`config.mk`:
```
export PLATFORM = sky130hd
export DESIGN_NAME = frequency_order_sorter_unit
export DESIGN_NICKNAME = d
export VERILOG_FILES = /design/src/sv/fos_pkg.sv /design/src/sv/fos_ctrl.sv /design/src/sv/fos_datapath.sv /design/src/sv/frequency_order_sorter_unit.sv
export SDC_FILE = /design/constraint.sdc
export NUM_CORES = 2
export LEC_CHECK = 0
export BUFFER_PORTS_ARGS = -buffer_cell sky130_fd_sc_hd__buf_2
export CORE_UTILIZATION = 40
export DETAILED_ROUTE_END_ITERATION = 7
export GPL_TIMING_DRIVEN = 0
export PLACE_DENSITY_LB_ADDON = 0.1
export SYNTH_ARGS = -nofsm -noshare
export SYNTH_HDL_FRONTEND = slang
export SYNTH_SLANG_ARGS = --single-unit
export TNS_END_PERCENT = 20
```
`constraint.sdc`:
```
create_clock -name clk -period 5.7 [get_ports clk]
set_clock_uncertainty 0.1 [all_clocks]
set_input_delay 0.57 -clock clk [delete_from_list [all_inputs] [get_ports clk]]
set_output_delay 0.57 -clock clk [all_outputs]
set_load 0.02 [all_outputs]
```
`src/sv/fos_pkg.sv`:
```
// Shared types and constants for the frequency order sorter.
// No dependencies; used by fos_ctrl, fos_datapath and the top level.
package fos_pkg;

	localparam int MAX_ITEMS = 64;
	localparam int IDX_W     = $clog2(MAX_ITEMS);
	localparam int CNT_W     = $clog2(MAX_ITEMS + 1);

	typedef logic [IDX_W-1:0] idx_t;
	typedef logic [CNT_W-1:0] cnt_t;

	typedef struct packed {
		logic signed [31:0] value;
		logic               last_item;
	} item_t;

	typedef struct packed {
		logic signed [31:0] sorted_value;
		logic               last_result;
		logic               overflow;
	} result_t;

	typedef enum logic [3:0] {
		ST_IDLE,
		ST_T_RD,
		ST_T_CAP,
		ST_T_SCAN,
		ST_T_DRAIN,
		ST_T_WR,
		ST_S_INIT,
		ST_S_SCAN,
		ST_S_DRAIN,
		ST_S_RD,
		ST_EMIT,
		ST_CLEAR
	} state_t;

	typedef struct packed {
		logic load;       // write accepted word into the value store
		logic tally_init; // restart outer tally index and emitted total
		logic rd_vi;      // read value[i]
		logic cap_vi;     // latch value[i], restart inner scan
		logic tscan;      // tally scan: read value[k]
		logic twr;        // write count[i], advance i
		logic sel_init;   // restart selection scan
		logic sscan;      // selection scan: read count[k]
		logic rd_best;    // read value[best], load repeat counter
		logic emit;       // drive one result word
		logic clr_best;   // zero count[best] and restart selection scan
	} cmd_t;

	typedef struct packed {
		logic k_last;   // scan index is at the last held entry
		logic i_last;   // tally index is at the last held entry
		logic rem_one;  // one repeat of the current value left
		logic all_done; // current word is the final one of the set
	} stat_t;

endpackage

```
`src/sv/fos_ctrl.sv`:
```
// Sequencer for the frequency order sorter: load, tally, select, emit.
// Depends on fos_pkg; drives fos_datapath through cmd_t, reads stat_t.
module fos_ctrl (
	input  logic          clk,
	input  logic          arst_n,
	input  logic          start,
	input  logic          last_item,
	input  fos_pkg::stat_t stat,
	output fos_pkg::cmd_t  cmd,
	output logic          busy
);

	fos_pkg::state_t state_q, state_nx;

	always_ff @(posedge clk or negedge arst_n) begin
		if (!arst_n) begin
			state_q <= fos_pkg::ST_IDLE;
		end else begin
			state_q <= state_nx;
		end
	end

	always_comb begin
		state_nx = state_q;
		case (state_q)
			fos_pkg::ST_IDLE: begin
				if (start && last_item) state_nx = fos_pkg::ST_T_RD;
			end
			fos_pkg::ST_T_RD:    state_nx = fos_pkg::ST_T_CAP;
			fos_pkg::ST_T_CAP:   state_nx = fos_pkg::ST_T_SCAN;
			fos_pkg::ST_T_SCAN: begin
				if (stat.k_last) state_nx = fos_pkg::ST_T_DRAIN;
			end
			fos_pkg::ST_T_DRAIN: state_nx = fos_pkg::ST_T_WR;
			fos_pkg::ST_T_WR: begin
				state_nx = stat.i_last ? fos_pkg::ST_S_INIT : fos_pkg::ST_T_RD;
			end
			fos_pkg::ST_S_INIT:  state_nx = fos_pkg::ST_S_SCAN;
			fos_pkg::ST_S_SCAN: begin
				if (stat.k_last) state_nx = fos_pkg::ST_S_DRAIN;
			end
			fos_pkg::ST_S_DRAIN: state_nx = fos_pkg::ST_S_RD;
			fos_pkg::ST_S_RD:    state_nx = fos_pkg::ST_EMIT;
			fos_pkg::ST_EMIT: begin
				if (stat.all_done) state_nx = fos_pkg::ST_IDLE;
				else if (stat.rem_one) state_nx = fos_pkg::ST_CLEAR;
			end
			fos_pkg::ST_CLEAR:   state_nx = fos_pkg::ST_S_SCAN;
			default:             state_nx = fos_pkg::ST_IDLE;
		endcase
	end

	always_comb begin
		cmd  = '0;
		busy = 1'b1;
		case (state_q)
			fos_pkg::ST_IDLE: begin
				busy           = 1'b0;
				cmd.load       = start;
				cmd.tally_init = start && last_item;
			end
			fos_pkg::ST_T_RD:    cmd.rd_vi    = 1'b1;
			fos_pkg::ST_T_CAP:   cmd.cap_vi   = 1'b1;
			fos_pkg::ST_T_SCAN:  cmd.tscan    = 1'b1;
			fos_pkg::ST_T_DRAIN: cmd          = '0;
			fos_pkg::ST_T_WR:    cmd.twr      = 1'b1;
			fos_pkg::ST_S_INIT:  cmd.sel_init = 1'b1;
			fos_pkg::ST_S_SCAN:  cmd.sscan    = 1'b1;
			fos_pkg::ST_S_DRAIN: cmd          = '0;
			fos_pkg::ST_S_RD:    cmd.rd_best  = 1'b1;
			fos_pkg::ST_EMIT:    cmd.emit     = 1'b1;
			fos_pkg::ST_CLEAR:   cmd.clr_best = 1'b1;
			default:             cmd          = '0;
		endcase
	end

endmodule

```
`src/sv/fos_datapath.sv`:
```
// Datapath for the frequency order sorter: value and count stores, scan
// counters, compare logic and the result register. Depends on fos_pkg.
module fos_datapath (
	input  logic             clk,
	input  logic             arst_n,
	input  fos_pkg::cmd_t    cmd,
	input  fos_pkg::item_t   item,
	output fos_pkg::stat_t   stat,
	output logic             strobe,
	output fos_pkg::result_t result
);

	logic [31:0]   vmem [fos_pkg::MAX_ITEMS];
	fos_pkg::cnt_t cmem [fos_pkg::MAX_ITEMS];

	logic [31:0]   vrd_q;
	fos_pkg::cnt_t crd_q;
	logic [31:0]   vi_q;

	fos_pkg::cnt_t load_cnt_q;
	logic          ovf_q;
	fos_pkg::idx_t i_q, k_q, best_q, k_s1;
	logic          tv_s1, sv_s1;
	fos_pkg::cnt_t cnt_q, best_cnt_q, rem_q, tot_q;
	logic          dup_q;
	logic          strobe_q;
	fos_pkg::result_t result_q;

	fos_pkg::cnt_t held_m1;
	fos_pkg::idx_t vraddr;
	fos_pkg::idx_t cwaddr;
	fos_pkg::cnt_t cwdata;
	logic          cwe;
	logic          vwe;
	logic          v_eq;
	logic          all_done;

	assign held_m1  = fos_pkg::CNT_W'(load_cnt_q - 1'b1);
	assign vwe      = cmd.load && (load_cnt_q < fos_pkg::CNT_W'(fos_pkg::MAX_ITEMS));
	// value[best] stays on the read port for every repeat of the current value
	assign vraddr   = cmd.rd_vi ? i_q : ((cmd.rd_best || cmd.emit) ? best_q : k_q);
	assign cwe      = cmd.twr || cmd.clr_best;
	assign cwaddr   = cmd.twr ? i_q : best_q;
	assign cwdata   = (cmd.twr && !dup_q) ? cnt_q : '0;
	assign v_eq     = (vrd_q == vi_q);
	assign all_done = (fos_pkg::CNT_W'(tot_q + 1'b1) == load_cnt_q);

	assign stat.k_last   = ({1'b0, k_q} == held_m1);
	assign stat.i_last   = ({1'b0, i_q} == held_m1);
	assign stat.rem_one  = (rem_q == fos_pkg::CNT_W'(1));
	assign stat.all_done = all_done;

	// stores: one write and one registered read each
	always_ff @(posedge clk) begin
		if (vwe) vmem[load_cnt_q[fos_pkg::IDX_W-1:0]] <= item.value;
		vrd_q <= vmem[vraddr];
	end

	always_ff @(posedge clk) begin
		if (cwe) cmem[cwaddr] <= cwdata;
		crd_q <= cmem[k_q];
	end

	always_ff @(posedge clk or negedge arst_n) begin
		if (!arst_n) begin
			load_cnt_q <= '0;
			ovf_q      <= 1'b0;
			tv_s1      <= 1'b0;
			sv_s1      <= 1'b0;
			strobe_q   <= 1'b0;
		end else begin
			if (vwe) load_cnt_q <= fos_pkg::CNT_W'(load_cnt_q + 1'b1);
			else if (cmd.load) ovf_q <= 1'b1;
			// set is drained after the final word
			if (cmd.emit && all_done) begin
				load_cnt_q <= '0;
				ovf_q      <= 1'b0;
			end
			tv_s1    <= cmd.tscan;
			sv_s1    <= cmd.sscan;
			strobe_q <= cmd.emit;
		end
	end

	always_ff @(posedge clk) begin
		k_s1 <= k_q;
		if (cmd.tally_init) begin
			i_q   <= '0;
			tot_q <= '0;
		end
		if (cmd.twr) i_q <= fos_pkg::IDX_W'(i_q + 1'b1);
		if (cmd.cap_vi) begin
			vi_q  <= vrd_q;
			k_q   <= '0;
			cnt_q <= '0;
			dup_q <= 1'b0;
		end
		if (cmd.sel_init || cmd.clr_best) begin
			k_q        <= '0;
			best_cnt_q <= '0;
			best_q     <= '0;
		end
		if (cmd.tscan || cmd.sscan) k_q <= fos_pkg::IDX_W'(k_q + 1'b1);
		// count matches of value[i]; an earlier match means i is not a first occurrence
		if (tv_s1 && v_eq) begin
			cnt_q <= fos_pkg::CNT_W'(cnt_q + 1'b1);
			if (k_s1 < i_q) dup_q <= 1'b1;
		end
		// strict compare keeps the earliest index on equal counts
		if (sv_s1 && (crd_q > best_cnt_q)) begin
			best_cnt_q <= crd_q;
			best_q     <= k_s1;
		end
		if (cmd.rd_best) rem_q <= best_cnt_q;
		if (cmd.emit) begin
			rem_q                 <= fos_pkg::CNT_W'(rem_q - 1'b1);
			tot_q                 <= fos_pkg::CNT_W'(tot_q + 1'b1);
			result_q.sorted_value <= vrd_q;
			result_q.last_result  <= all_done;
			result_q.overflow     <= ovf_q;
		end
	end

	assign strobe = strobe_q;
	assign result = result_q;

endmodule

```
`src/sv/frequency_order_sorter_unit.sv`:
```
// Frequency order sorter: words are loaded one per cycle (start high, busy
// low) until a word with last_item set. The block then goes busy and emits
// the whole set again, most frequent values first, ties by first occurrence.
// Each result word is on result for exactly one cycle, marked by strobe; the
// receiver cannot stall it. Tallying makes one inner scan of the value store
// per held entry (single read port), and each distinct value then costs one
// scan of the count store before its words are emitted. A set holds up to
// MAX_ITEMS (64) words; further words are dropped and overflow is set on
// every result of that set.
// Depends on fos_pkg, fos_ctrl and fos_datapath.
module frequency_order_sorter_unit (
	input  logic             clk,
	input  logic             arst_n,
	input  logic             start,
	output logic             busy,
	input  fos_pkg::item_t   item,
	output logic             strobe,
	output fos_pkg::result_t result
);

	fos_pkg::cmd_t  cmd;
	fos_pkg::stat_t stat;

	fos_ctrl u_ctrl (
		.clk       (clk),
		.arst_n    (arst_n),
		.start     (start),
		.last_item (item.last_item),
		.stat      (stat),
		.cmd       (cmd),
		.busy      (busy)
	);

	fos_datapath u_dp (
		.clk    (clk),
		.arst_n (arst_n),
		.cmd    (cmd),
		.item   (item),
		.stat   (stat),
		.strobe (strobe),
		.result (result)
	);

endmodule

```
==> flow_summary.yaml <==
setup_path:
  cp-start-kind: "register"
  worstPathArrival_ns: 6.40
  end_kind: "register"
  required_ns: 6.35
  crit_fanout: 10
  criticalPathCategory: "reg2reg"
finish:
  final_core_util: 0.4678
  final_area_sq_mm: 0.1188
  nets: 5293
  final_cell_count_no_fill: 8851
  drive_gt1_frac: 0.2515
  area_growth_pct: 16.23
power_and_ir_drop:
  power.density_mw_per_mm2: 593.0
  p_int_mw: 43.26
  p_sw_frac: 0.3857
  combPwrFrac: 0.420
  p_switching_mw: 27.17
  power_mw: 70.43
  p_leak_nw: 36.93
  clkPwrFrac: 0.258
  p_seq_frac: 0.322
  ir_worst_vdd_v: 0.0003398
timing:
  finalHoldViolations: 0
  slew_headroom: 0.03462
  setup_ws_ns: -0.04509
  worst_pin_slew_ns: 1.448
  fmax_ghz: 0.1741
  hold_slack_ns: 0.03787
  setup_viol: 3
  min_period_ns: 5.745
  timing.final.crit_share: 1.008
  maxSlewViolCount: 0
global_routing:
  grt_overflow: 0
  grt_pass1_vias: 51530
  grt_max_degree: 65
  antenna_found_initial: 50
  grt_util_all_layers: 0.2504
  grt_pass1_wl_microns: 438200
synthesis:
  ys_ff_latch: 2669
  synth_area_sq_mm: 0.1022
  synth_largest_area_cell: "edfxtp_1"
  ys_seq_area_frac: 0.7790
  syn_inst: 4746
  synth_area_leaders: "edfxtp_1, mux4_2, a22oi_1"
  yosys.cell_count.top_type: "edfxtp_1"
  yosysWarnings: 0
  netlist_top_cells_count: "edfxtp_1, mux4_2, a22oi_1"
  syn_area_per_cell_sq_um: 21.53
  yosysTopAreaCellShare: 0.7663
  synth_edf_count: 2608
  synthArstFlopShare: 0.005620
  ys_types: 82
  yosys_most_used_dff: "edfxtp_1"
  synthesis.nets: 4802
clock_network:
  cts_max_level: 5
  cts_root_buffer: "clkbuf_16"
  clk_latency_ns: 0.98
  cts.sinks: 2669
  postCtsSetupBuffers: 0
  clk_pin_slew_ns: 0.06
  clk_path_buf_depth: 4
  cts_tree: "built"
  numCtsBuffers: 304
drt:
  first_iter_violations: 6665
  drtPass1Iterations: 5
  vias_per_cell: 5.928
  postRouteAntennaNets: 0
  wl_per_cell_microns: 36.47
  finalWirelength_microns: 322800
  vias: 52470
  route.detailed.drc: 0
floorplan:
  core-area_sq_mm: 0.2539
  num_rows: 185
  dieArea_sq_mm: 0.2575
  die_h_microns: 507.5
  start_util: 0.4025
  die_w_microns: 507.5
  ioPinCount: 72
placement:
  hpwlAfterDp_microns: 215800
  globalplace.congestion: 0.8811
  place.port_buffers: 71
  postPlaceCellArea_sq_mm: 0.1095
  dpl.cell_count: 8284
min_path:
  min-delay-path-class: "in2reg"
run_status:
  status: "complete, but fails checks"
  failed_checks: "setup timing"
run:
  maxCapViolCount: 0
-- power groups by stage --
stage / Combinational (mW) / Clock, mW / Sequential [mW]
6_report: 29.6 / 18.2 / 22.7
2_1_floorplan: 16.5 / 0 / 23.0
4_1_cts: 29.7 / 18.4 / 22.7
3_5_place_dp: 29.7 / 0 / 23.1
5_1_grt: 30.6 / 19.1 / 22.7
3_3_place_gp: 29.3 / 0 / 23.2
-- worst max-delay path, cell delays in order, from the launching register on --
cell      delay, ns
edfxtp_1       0.38
clkbuf_1       0.37
and2_1         0.30
o21ai_1        0.23
nand4_1        0.55
nor2_2         0.74
buf_8          0.26
buf_2          0.44
buf_1          0.71
a22oi_1        0.26
a21oi_1        0.63
or4_1          0.52
-- layer usage --
layer / part of all wire / GRT usage / wire length (microns) / vias up
met1: 0.43 / 0.3611 / 137600 / 28760
met2: 0.47 / 0.3861 / 150300 / 2247
met3: 0.074 / 0.04341 / 24020 / 443
met5: 0.00024 / 0 / 79 / -
met4: 0.033 / 0.08389 / 10750 / 12
li1: - / - / - / 21010
-- sequential cells by signal, summed over array words and instances (netlist names), 32 cells and up --
signal / cells
u_dp.vrd_q: 32
u_dp.vmem: 2048
u_dp.vi_q: 32
u_dp.result: 34
u_dp.cmem: 448
-- cell usage in the layout (no fill, tap or decap), drive strengths merged, types with 4 or more instances in the layout --
master          n
edfxtp       2608
mux4          625
clkbuf        492
buf           303
a22oi         243
nor2          204
a21oi         157
nand2         144
clkinv        130
xnor2          63
dfxtp          46
nand3          39
inv            36
diode          34
or4            34
and2           25
o21ai          24
mux2i          20
xor2           20
ha             20
nand4          17
dfrtp          15
dlygate4sd3    13
a31oi          13
bufinv         12
a32oi          10
nor3            9
nor2b           8
nand2b          7
a21o            6
nor4            6
mux2            6
o31ai           5
and3            4
o22ai           4
a22o            4
o21a            4
nand3b          4
o32ai           4
nor3b           4
-- kinds of logic after synthesis --
family / after synthesis / share of synthesized area
buffers and inverters: 286 / 0.01277
xor gates and xnor gates: 84 / 0.007334
AOI/OAI and AO/OA: 511 / 0.03369
adders and majority gates: 20 / 0.002449
muxes: 651 / 0.1404
and+or+nand+nor: 525 / 0.02436
DFF: 2669 / 0.7790
-- per-stage QoR --
| step | setup TNS (ns) | setup slack [ns] |
|---|---|---|
| after floorplan | 0 | 1.550 |
| after CTS | 0 | 0.02323 |
| after detailed placement | -4.940 | -0.3606 |
| after global placement | -2629.87 | -2.081 |
| final | -0.08190 | -0.04509 |
| after global routing | -0.1056 | -0.08590 |
-- repair_timing --
| item | in CTS | in global routing |
|---|---|---|
| resized for setup | 5 | 6 |
| setup endpoints to repair | 25 | 5 |
| hold endpoints to repair | 172 | 0 |
| hold buffers | 13 | 0 |
-- worst paths after layout --
path,start,end,slack (ns),depth (start not counted)
hold / removal,item[15],u_dp.vmem[63][14],0.04,1
setup reg to reg,u_dp.k_q[3],u_dp.vrd_q[29],-0.05,11
min in group asynchronous,arst_n,u_dp.load_cnt_q[0],0.45,3
hold reg to reg,u_dp.k_q[3],u_dp.k_s1[3],0.28,0
max in group asynchronous,arst_n,u_ctrl.state_q[3],3.67,4
setup / recovery,u_dp.k_q[3],u_dp.vrd_q[29],-0.05,11
-- cell type report --
type	count	area (sq um)
repair buffers	185	2724
plain buffers	259	1224
diodes	34	85.08
fillers	21140	135100
clock inverters	154	1060
well taps	3366	4212
flip-flops and latches	2669	79610
multi-input cells	1791	21800
inverters	27	101.3
clock buffers	366	7956
(Power assumes the default switching activity.)
